[src/hw/rtl/ioapic_register_file_core_defines.svh]
// Assertion macros shared by the register file RTL.
`ifndef IOAPIC_REGISTER_FILE_CORE_DEFINES_SVH
`define IOAPIC_REGISTER_FILE_CORE_DEFINES_SVH

// The antecedent implies the consequent in the same cycle.
`define IORF_ASSERT_NOW(label, ante, cons, msg) \
  label: assert property (@(posedge clk) disable iff (rst) (ante) |-> (cons)) \
    else $error(msg);

// The antecedent implies the consequent in the next cycle.
`define IORF_ASSERT_NEXT(label, ante, cons, msg) \
  label: assert property (@(posedge clk) disable iff (rst) (ante) |=> (cons)) \
    else $error(msg);

`endif

[src/hw/rtl/iorf_pkg.sv]
`default_nettype none

package iorf_pkg;

  localparam int NUM_ENTRIES_DEFAULT = 24;

  localparam logic [1:0] OP_READ  = 2'd0;
  localparam logic [1:0] OP_WRITE = 2'd1;
  localparam logic [1:0] OP_QUERY = 2'd2;

  localparam logic [11:0] OFS_SELECT = 12'h000;
  localparam logic [11:0] OFS_DATA   = 12'h010;
  localparam logic [11:0] OFS_EOI    = 12'h040;

  localparam logic [7:0] IDX_ID      = 8'h00;
  localparam logic [7:0] IDX_VERSION = 8'h01;
  localparam logic [7:0] IDX_TABLE   = 8'h10;

  localparam logic [7:0]  VERSION_CODE   = 8'h20;
  localparam int          REMOTE_IRR_BIT = 14;
  localparam logic [63:0] ENTRY_RESET    = 64'h0000_0000_0001_0000;

  typedef struct packed {
    logic [1:0]  opcode;
    logic [11:0] offset;
    logic [31:0] write_data;
    logic [7:0]  entry_number;
  } req_t;

  typedef struct packed {
    logic [63:0] read_data;
    logic        ok;
  } rsp_t;

endpackage

`default_nettype wire

[src/hw/rtl/iorf_ram.sv]
`default_nettype none

module iorf_ram #(
  parameter int WIDTH = 64,
  parameter int DEPTH = 24
) (
  input  wire logic                                          clk,
  input  wire logic                                          we,
  input  wire logic [$clog2((DEPTH > 1) ? DEPTH : 2)-1:0]    waddr,
  input  wire logic [WIDTH-1:0]                              wdata,
  input  wire logic                                          re,
  input  wire logic [$clog2((DEPTH > 1) ? DEPTH : 2)-1:0]    raddr,
  output logic      [WIDTH-1:0]                              rdata
);

  logic [WIDTH-1:0] mem [DEPTH];

  always_ff @(posedge clk) begin
    if (we) begin
      mem[waddr] <= wdata;
    end
    if (re) begin
      rdata <= mem[raddr];
    end
  end

endmodule

`default_nettype wire

[src/hw/rtl/ioapic_register_file_core.sv]
// Channel  Direction  Handshake             Word
// req      in         req_valid/req_stall   req_t: opcode, offset, write_data, entry_number
// rsp      out        rsp_valid/rsp_stall   rsp_t: read_data, ok
//
// Select, ID, version and unmapped accesses go from acceptance straight to the finish state.
// An access to a redirection entry passes through a read state and a merge state on the table RAM.
// An EOI scans the table RAM, one entry checked per cycle by the shared comparator.
// Reset is synchronous; entries not yet written read as masked through per-entry valid bits.
// A result waits in the output register while rsp_stall is high, and the next word may be
// accepted meanwhile.
`default_nettype none

`include "ioapic_register_file_core_defines.svh"

module ioapic_register_file_core
  import iorf_pkg::*;
#(
  parameter int NUM_ENTRIES = NUM_ENTRIES_DEFAULT
) (
  input  wire logic clk,
  input  wire logic rst,
  input  wire logic req_valid,
  output logic      req_stall,
  input  wire req_t req,
  output logic      rsp_valid,
  input  wire logic rsp_stall,
  output rsp_t      rsp
);

  localparam int AW = (NUM_ENTRIES > 1) ? $clog2(NUM_ENTRIES) : 1;
  localparam logic [AW-1:0] LAST = AW'(NUM_ENTRIES - 1);
  localparam logic [31:0] VERSION_WORD = {8'h00, 8'(NUM_ENTRIES - 1), 8'h00, VERSION_CODE};
  localparam logic [63:0] IRR_MASK = 64'(1) << REMOTE_IRR_BIT;

  typedef enum logic [2:0] {
    S_IDLE,
    S_READ,
    S_MERGE,
    S_SCAN_RD,
    S_SCAN_CHK,
    S_FINISH
  } state_t;

  state_t           state;
  logic [7:0]       select_index;
  logic [3:0]       controller_id;
  logic [1:0]       op;
  logic [31:0]      wdata;
  logic             high_half;
  logic [AW-1:0]    addr;
  logic [AW-1:0]    cnt;
  logic [63:0]      result;
  logic             res_ok;
  logic [NUM_ENTRIES-1:0] valid;
  logic             valid_q;

  logic             ram_we;
  logic [AW-1:0]    ram_waddr;
  logic [63:0]      ram_wdata;
  logic             ram_re;
  logic [AW-1:0]    ram_raddr;
  logic [63:0]      ram_rdata;

  logic [7:0]       sel_rel;
  logic [6:0]       sel_num;
  logic             sel_hit;
  logic             query_hit;
  logic [63:0]      entry;
  state_t           start_state;
  logic [63:0]      start_result;

  iorf_ram #(
    .WIDTH(64),
    .DEPTH(NUM_ENTRIES)
  ) u_table (
    .clk  (clk),
    .we   (ram_we),
    .waddr(ram_waddr),
    .wdata(ram_wdata),
    .re   (ram_re),
    .raddr(ram_raddr),
    .rdata(ram_rdata)
  );

  assign sel_rel   = select_index - IDX_TABLE;
  assign sel_num   = sel_rel[7:1];
  assign sel_hit   = (select_index >= IDX_TABLE) && ({1'b0, sel_rel} < 9'(2 * NUM_ENTRIES));
  assign query_hit = req.entry_number < 8'(NUM_ENTRIES);
  assign entry     = valid_q ? ram_rdata : ENTRY_RESET;
  assign req_stall = (state != S_IDLE);

  always_comb begin
    start_state  = S_FINISH;
    start_result = '0;
    unique case (req.opcode)
      OP_READ: begin
        if (req.offset == OFS_SELECT) begin
          start_result = {56'h0, select_index};
        end else if (req.offset == OFS_DATA) begin
          if (select_index == IDX_ID) begin
            start_result = {36'h0, controller_id, 24'h0};
          end else if (select_index == IDX_VERSION) begin
            start_result = {32'h0, VERSION_WORD};
          end else if (sel_hit) begin
            start_state = S_READ;
          end
        end
      end
      OP_WRITE: begin
        if ((req.offset == OFS_DATA) && sel_hit) begin
          start_state = S_READ;
        end else if (req.offset == OFS_EOI) begin
          start_state = S_SCAN_RD;
        end
      end
      OP_QUERY: begin
        if (query_hit) begin
          start_state = S_READ;
        end
      end
      default: begin
      end
    endcase
  end

  always_comb begin
    ram_re    = 1'b0;
    ram_raddr = addr;
    ram_we    = 1'b0;
    ram_waddr = addr;
    ram_wdata = entry;
    unique case (state)
      S_READ: begin
        ram_re = 1'b1;
      end
      S_MERGE: begin
        if (op == OP_WRITE) begin
          ram_we    = 1'b1;
          ram_wdata = high_half ? {wdata, entry[31:0]} : {entry[63:32], wdata};
        end
      end
      S_SCAN_RD: begin
        ram_re    = 1'b1;
        ram_raddr = cnt;
      end
      S_SCAN_CHK: begin
        ram_waddr = cnt;
        ram_wdata = entry & ~IRR_MASK;
        ram_we    = (entry[7:0] == wdata[7:0]);
        if (cnt != LAST) begin
          ram_re    = 1'b1;
          ram_raddr = cnt + AW'(1);
        end
      end
      default: begin
      end
    endcase
  end

  always_ff @(posedge clk) begin
    if (rst) begin
      state         <= S_IDLE;
      select_index  <= '0;
      controller_id <= '0;
      valid         <= '0;
      rsp_valid     <= 1'b0;
    end else begin
      if ((state == S_FINISH) && (!rsp_valid || !rsp_stall)) begin
        rsp_valid <= 1'b1;
      end else if (rsp_valid && !rsp_stall) begin
        rsp_valid <= 1'b0;
      end
      if (ram_we) begin
        valid[ram_waddr] <= 1'b1;
      end
      if (ram_re) begin
        valid_q <= valid[ram_raddr];
      end
      unique case (state)
        S_IDLE: begin
          if (req_valid) begin
            op        <= req.opcode;
            wdata     <= req.write_data;
            result    <= start_result;
            res_ok    <= (req.opcode != OP_QUERY) || query_hit;
            high_half <= sel_rel[0];
            addr      <= (req.opcode == OP_QUERY) ? req.entry_number[AW-1:0]
                                                  : sel_num[AW-1:0];
            cnt       <= '0;
            state     <= start_state;
            if ((req.opcode == OP_WRITE) && (req.offset == OFS_SELECT)) begin
              select_index <= req.write_data[7:0];
            end
            if ((req.opcode == OP_WRITE) && (req.offset == OFS_DATA) &&
                (select_index == IDX_ID)) begin
              controller_id <= req.write_data[27:24];
            end
          end
        end
        S_READ: begin
          state <= S_MERGE;
        end
        S_MERGE: begin
          if (op == OP_READ) begin
            result <= {32'h0, high_half ? entry[63:32] : entry[31:0]};
          end else if (op == OP_QUERY) begin
            result <= entry;
          end
          state <= S_FINISH;
        end
        S_SCAN_RD: begin
          state <= S_SCAN_CHK;
        end
        S_SCAN_CHK: begin
          if (cnt == LAST) begin
            state <= S_FINISH;
          end else begin
            cnt <= cnt + AW'(1);
          end
        end
        S_FINISH: begin
          if (!rsp_valid || !rsp_stall) begin
            rsp.read_data <= result;
            rsp.ok        <= res_ok;
            state         <= S_IDLE;
          end
        end
        default: begin
          state <= S_IDLE;
        end
      endcase
    end
  end

  `IORF_ASSERT_NOW(a_scan_in_range, state == S_SCAN_CHK, cnt <= LAST, "EOI scan beyond table")
  `IORF_ASSERT_NEXT(a_finish_delivers, (state == S_FINISH) && (!rsp_valid || !rsp_stall),
    rsp_valid && (state == S_IDLE), "finished result not delivered")
  `IORF_ASSERT_NOW(a_bad_query_zero, rsp_valid && !rsp.ok, rsp.read_data == 64'h0,
    "out-of-range query carries data")
  `IORF_ASSERT_NOW(a_bus_read_narrow, (state == S_FINISH) && (op == OP_READ),
    result[63:32] == 32'h0, "bus read wider than 32 bits")

endmodule

`default_nettype wire
[config.mk]
export PLATFORM = sky130hd
export DESIGN_NAME = ioapic_register_file_core
export DESIGN_NICKNAME = d
export VERILOG_FILES = /design/src/hw/rtl/iorf_pkg.sv /design/src/hw/rtl/iorf_ram.sv /design/src/hw/rtl/ioapic_register_file_core.sv
export VERILOG_INCLUDE_DIRS = /design/src /design/src/hw/rtl
export SDC_FILE = /design/constraint.sdc
export NUM_CORES = 2
export LEC_CHECK = 0
export BUFFER_PORTS_ARGS = -buffer_cell sky130_fd_sc_hd__buf_2
export CORE_UTILIZATION = 50
export CTS_CLUSTER_SIZE = 25
export DETAILED_ROUTE_END_ITERATION = 8
export PLACE_DENSITY_LB_ADDON = 0.25
export SYNTH_ARGS = -nofsm -noshare
export SYNTH_HDL_FRONTEND = slang
export SYNTH_SLANG_ARGS = --single-unit
[constraint.sdc]
create_clock -name clk -period 10.8 [get_ports clk]
set_clock_uncertainty 0.05 [all_clocks]
set_input_delay 2.16 -clock clk [delete_from_list [all_inputs] [get_ports clk]]
set_output_delay 2.16 -clock clk [all_outputs]
set_load 0.05 [all_outputs]
Word level (Yosys, flattened, before mapping)
Memories as Yosys holds them, arrays and structs flattened. A register that Yosys moved wholly into a read port is not among the register bits.
Index checks and enable logic that the tools add are counted.
- memory bits (writable): 1536
- bits of input ports: 58
- flip-flop bits (word level): 216
- memories kept: 1
- eq/ne operators: 21
- magnitude comparators: 6
- bitwise gates (word level): 2
- reduce and logical (&&, ||, !) cells: 30
- mux-type cells: 46
- add/subtract/negate cells: 2
- memories (name ; words ; width ; rd ports ; clocked after Yosys merged registers in ; write ports ; line ; RTL):
    u_table.mem ; 24 ; 64 ; 1 ; 1 ; 1 ; iorf_ram.sv:16 ; logic [WIDTH-1:0] mem [DEPTH];
- operators with widths (cell ; count):
    $mux W64 ; 6
    $pmux W64 S2 ; 2
    $mux W28 ; 4
    $mux W3 ; 11
    $mux W32 ; 1
    $mux W5 ; 5
    $or A24 B24 Y24 ; 1
    $mux W21 ; 1
    $pmux W5 S2 ; 2
    $pmux W3 S6 ; 1
    $reduce_and A3 Y1 ; 5
    $eq A12 B5 Y1 const B ; 1
    $eq A12 B7 Y1 const B ; 1
    $logic_not A12 Y1 ; 1
    $lt A5 B6 Y1 const B ; 2
    $pmux W3 S3 ; 1
    $eq A8 B1 Y1 const B ; 1
    $eq A8 B8 Y1 ; 1
    $ge A8 B5 Y1 const B ; 1
    $logic_and A1 B1 Y1 ; 8
    $logic_not A8 Y1 ; 1
    $lt A8 B5 Y1 const B ; 1
    $lt A8 B6 Y1 const B ; 1
    $mux W1 ; 8
    26 further kinds ; 40

Depth between registers and ports, before layout
- word-level depth: 11
- depth in mapped cells: 13
- mapped depth without buffers: 9

Modules after synthesis
A second synthesis with hierarchy kept.
- cell total of the unflattened synthesis: 3938
- area, all modules: 70707.8 um2
- by module, submodules not included (module ; times used ; seq. area each (um2) ; area each (um2) ; cells an instance):
    iorf_ram ; 1 ; 48046.1 ; 61001.0 ; 3056
    ioapic_register_file_core ; 1 ; 6085.8 ; 9706.8 ; 882

Least setup slack after synthesis
No wires, ideal clock.
- path kind: input to register
- from: in rst
- to: reg result[0] (enable)
- setup slack: 1.467 ns
- setup time: 0.644 ns
- arrival time: 8.639 ns
- stages on the path: 3
- required time: 10.106 ns
- buffers on the path: 2
- cell sequence: clkbuf_1 > clkbuf_1 > nor4_1
- longest elaborated chain between the ends: 2
- ends and longest elaborated chain (item ; line ; RTL):
    start, declared ; ioapic_register_file_core.sv:21 ; input wire logic rst,
    $not A1 Y1 (no source line) ; n/a ;
    $reduce_and A4 Y1 (no source line) ; n/a ;
    end signal, assigned ; ioapic_register_file_core.sv:184 ; result <= start_result;
    end signal, assigned ; ioapic_register_file_core.sv:205 ; result <= {32'h0, high_half ? entry[63:32] : entry[31:0]};
    end signal, assigned ; ioapic_register_file_core.sv:207 ; result <= entry;
    end, declared ; ioapic_register_file_core.sv:52 ; logic [63:0] result;
No other way between the ends.
A chain may end at the register's enable or synchronous reset.

Final worst setup path
- from: reg state[2]
- to: reg u_table.rdata[0] (read register of u_table.mem) (data pin)
- longest elaborated chain between the ends: 3
- elaborated cells on any way between the ends: 6
- those cells by class: eq/ne: 3; mux: 2; reduce/logical: 1
- ends and longest elaborated chain (item ; line ; RTL):
    start, declared ; ioapic_register_file_core.sv:44 ; state_t state;
    start signal, assigned ; ioapic_register_file_core.sv:190 ; state <= start_state;
    $eq A3 B2 Y1 / $eq A3 B1 Y1 (equally long branches) ; ioapic_register_file_core.sv:132 ; unique case (state)
    $reduce_or A2 Y1 (no source line) ; n/a ;
    $pmux W1 S2 ; ioapic_register_file_core.sv:132 ;
    end, declared ; iorf_ram.sv:13 ; output logic [WIDTH-1:0] rdata
Several ways; a longest one is shown, not always the timed one.

==> impl_metrics.yaml <==
synth:
  synth_cells: 4806
  synth_fp_nets: 4867
  synth_top_cells_by_count: "edfxtp_1, nor2_1, mux2i_1"
  yosys_warnings: 0
  async_flop_share: 0
  synth_edf_count: 1776
  yosys.cell_count.top_type: "edfxtp_1"
  synth_top_cells_by_area: "edfxtp_1, mux2i_1, nor2_1"
  avgSynthCellArea_sq_um: 15.0
  ys.flop_type: "edfxtp_1"
  yosysUniqueCellTypes: 57
  synth_seq_cells: 1816
  syn_area_sq_mm: 0.0719
  yosys.area.top_type_share: 0.741
  yosys.area.top_type: "edfxtp_1"
  seq_area_frac_synth: 0.752
clock_tree:
  cts_resized: 0
  hold_buffers: 0
  cts_tree: "yes"
  clock_latency_ps: 830
  clk_path_buf_depth: 3
  clkTransAtPathRegs_ps: 60
  cts_setup_buffers: 0
  numClockSinks: 1816
  htreeDepth: 4
  cts_root_buffer: "clkbuf_16"
  cts_buffers: 180
sta:
  fin_crit_sh: 0.501
  relSlewSlack: 0.131
  worst_hold_slack_ps: 353
  slew_violations: 0
  setup_viol_count_final: 0
  setup_tns_ps: 0
  hold_viol: 0
  worst_pin_slew_ps: 1300
  layout_min_cycle_time_ps: 5410
  fmax_ghz: 0.185
  rsz0062_at_grt: "false"
placed_design:
  dpl-instance-area_sq_mm: 0.0750
  dp_hpwl_microns: 105000
  gp_congestion: 0.848
  io_buffers: 124
final_layout:
  final_core_utilization: 0.568
  design_area_sq_mm: 0.0807
  nNetsFinal: 5005
  areaGrowthSynthToFinish_pct: 12.1
  drive_gt1_frac: 0.119
die:
  ios: 125
  dieArea_sq_mm: 0.145
  die_x_microns: 381
  rows: 138
  core-area_sq_mm: 0.142
  die_h_microns: 381
  initial_utilization: 0.506
route:
  routed_wl_microns: 194000
  ant_nets: 0
  wl_per_cell_microns: 27.8
  vias: 41928
  first_pass_iters: 6
  remaining_drc_errors: 0
  drt_iter0_drc: 4855
  vias_per_cell: 6.01
global_routing:
  grt_util_all_layers: 0.263
  grt_overflow: 0
  grt_pass1_vias: 39817
  grt_first_pass_wirelength_microns: 276000
  grt_max_degree: 182
  antenna_found_initial: 17
pwr:
  p_comb_frac: 0.109
  p_seq_frac: 0.511
  p_leak_nw: 27.8
  p_int_mw: 11.9
  swShare: 0.251
  p_clk_frac: 0.380
  peakVddDrop_mv: 0.139
  switchingPower_mw: 3.98
  powerDensity_mw_per_mm2: 197
setup_path:
  arrival_ps: 5840
  cp-end-kind: "register"
  required_ps: 11230
  startpoint: "state[2]"
  cp-endpoint: "u_table.rdata[0]"
  regToRegEndpoint: "u_table.rdata[0]"
  reg2reg_from: "state[2]"
  path_class: "register to register"
  critPathMaxFanout: 71
  worstRegToRegCells: 8
  rrSetupSlack_ps: 5390
  startpoint_type: "register"
run_status:
  outcome: "finished clean"
min_path:
  hp-class: "register to register"
run:
  drv_cap: 0
## kinds of logic (layout without fill, tap and decap cells)
kind of cell,count (synthesis),in the layout,share of synthesized area
XOR/XNOR,8,8,0.000974
AND/OR/NAND/NOR,1747,1747,0.112
buffers and inverters,308,585,0.0196
multiplexers,619,619,0.0862
AO/OA/AOI/OAI,305,305,0.0281
adder cells (fa/ha/maj),3,3,0.000522
other,0,2,0
flip-flops,1816,1816,0.752
## worst max-delay path, cell delays in order, from the launching register on
cell,delay [ps]
dfxtp_1,580
or3b_1,740
o211ai_2,360
and3_4,860
buf_4,970
mux2i_1,170
mux2i_1,200
o32ai_1,110
nor4_1,950
## flip-flops by register name, summed over array words and instances (netlist names), 4 cells and up
register	count
cnt	5
u_table.rdata	64
wdata	32
valid	24
u_table.mem	1536
result	64
addr	5
rsp	65
controller_id	4
select_index	8
## per-stage QoR
stage	std cells	total power, mW	setup slack [ps]
3_5_place_dp	6652	9.97	5430
3_3_place_gp	6652	9.94	5470
5_1_grt	6973	16.3	5210
6_report	6975	15.9	5390
2_1_floorplan	4806	9.35	1470
4_1_cts	6973	15.9	5460
## layout make-up
class                           instances  area [sq um]
Clock buffer                          226          4700
Multi-Input combinational cell       2682         16800
Antenna cell                            2          5.00
Clock inverter                         95           935
Tap cell                             1890          2360
Timing Repair Buffer                  239          1600
Sequential cell                      1816         54100
Inverter                               25          93.8
Fill cell                           10894         61500
## how the worst min path moves through the flow
stage / endpoint / start / slack, ps / cells past startpoint
6_report: rsp[48] / result[47] / 350 / 0
5_1_grt: rsp[15] / result[14] / 370 / 0
4_1_cts: rsp[48] / result[47] / 360 / 0
3_5_place_dp: rsp[10] / result[9] / 350 / 0
3_3_place_gp: rsp[10] / result[9] / 350 / 0
2_1_floorplan: rsp[0] / res_ok / 350 / 0
## layout by cell type, fill, tap and decap left out, drive strengths merged, types with 72 or more instances in the layout
| master | instances |
|---|---|
| mux2i | 616 |
| nor3 | 519 |
| clkbuf | 226 |
| edfxtp | 1776 |
| nor2 | 825 |
| clkinv | 72 |
| o22ai | 80 |
| buf | 239 |
| o21ai | 90 |
| nand2 | 222 |
## power by group through the flow
| stage | Sequential (mW) | Combinational [mW] | Clock, mW |
|---|---|---|---|
| final | 8.11 | 1.74 | 6.02 |
| after global routing | 8.11 | 1.85 | 6.36 |
| after CTS | 8.10 | 1.72 | 6.09 |
| after detailed placement | 8.25 | 1.71 | 0 |
| after global placement | 8.25 | 1.69 | 0 |
| after floorplan | 8.19 | 1.16 | 0 |
## metal layers
metal,track usage,routed length [microns],part of all wire,up-vias
li1,-,-,-,18386
met1,0.376,80400,0.41,21049
met2,0.393,86800,0.45,2162
met3,0.0736,21100,0.11,323
met4,0.0806,5290,0.027,8
met5,0,50,0.00026,-
(Power assumes the default switching activity.)
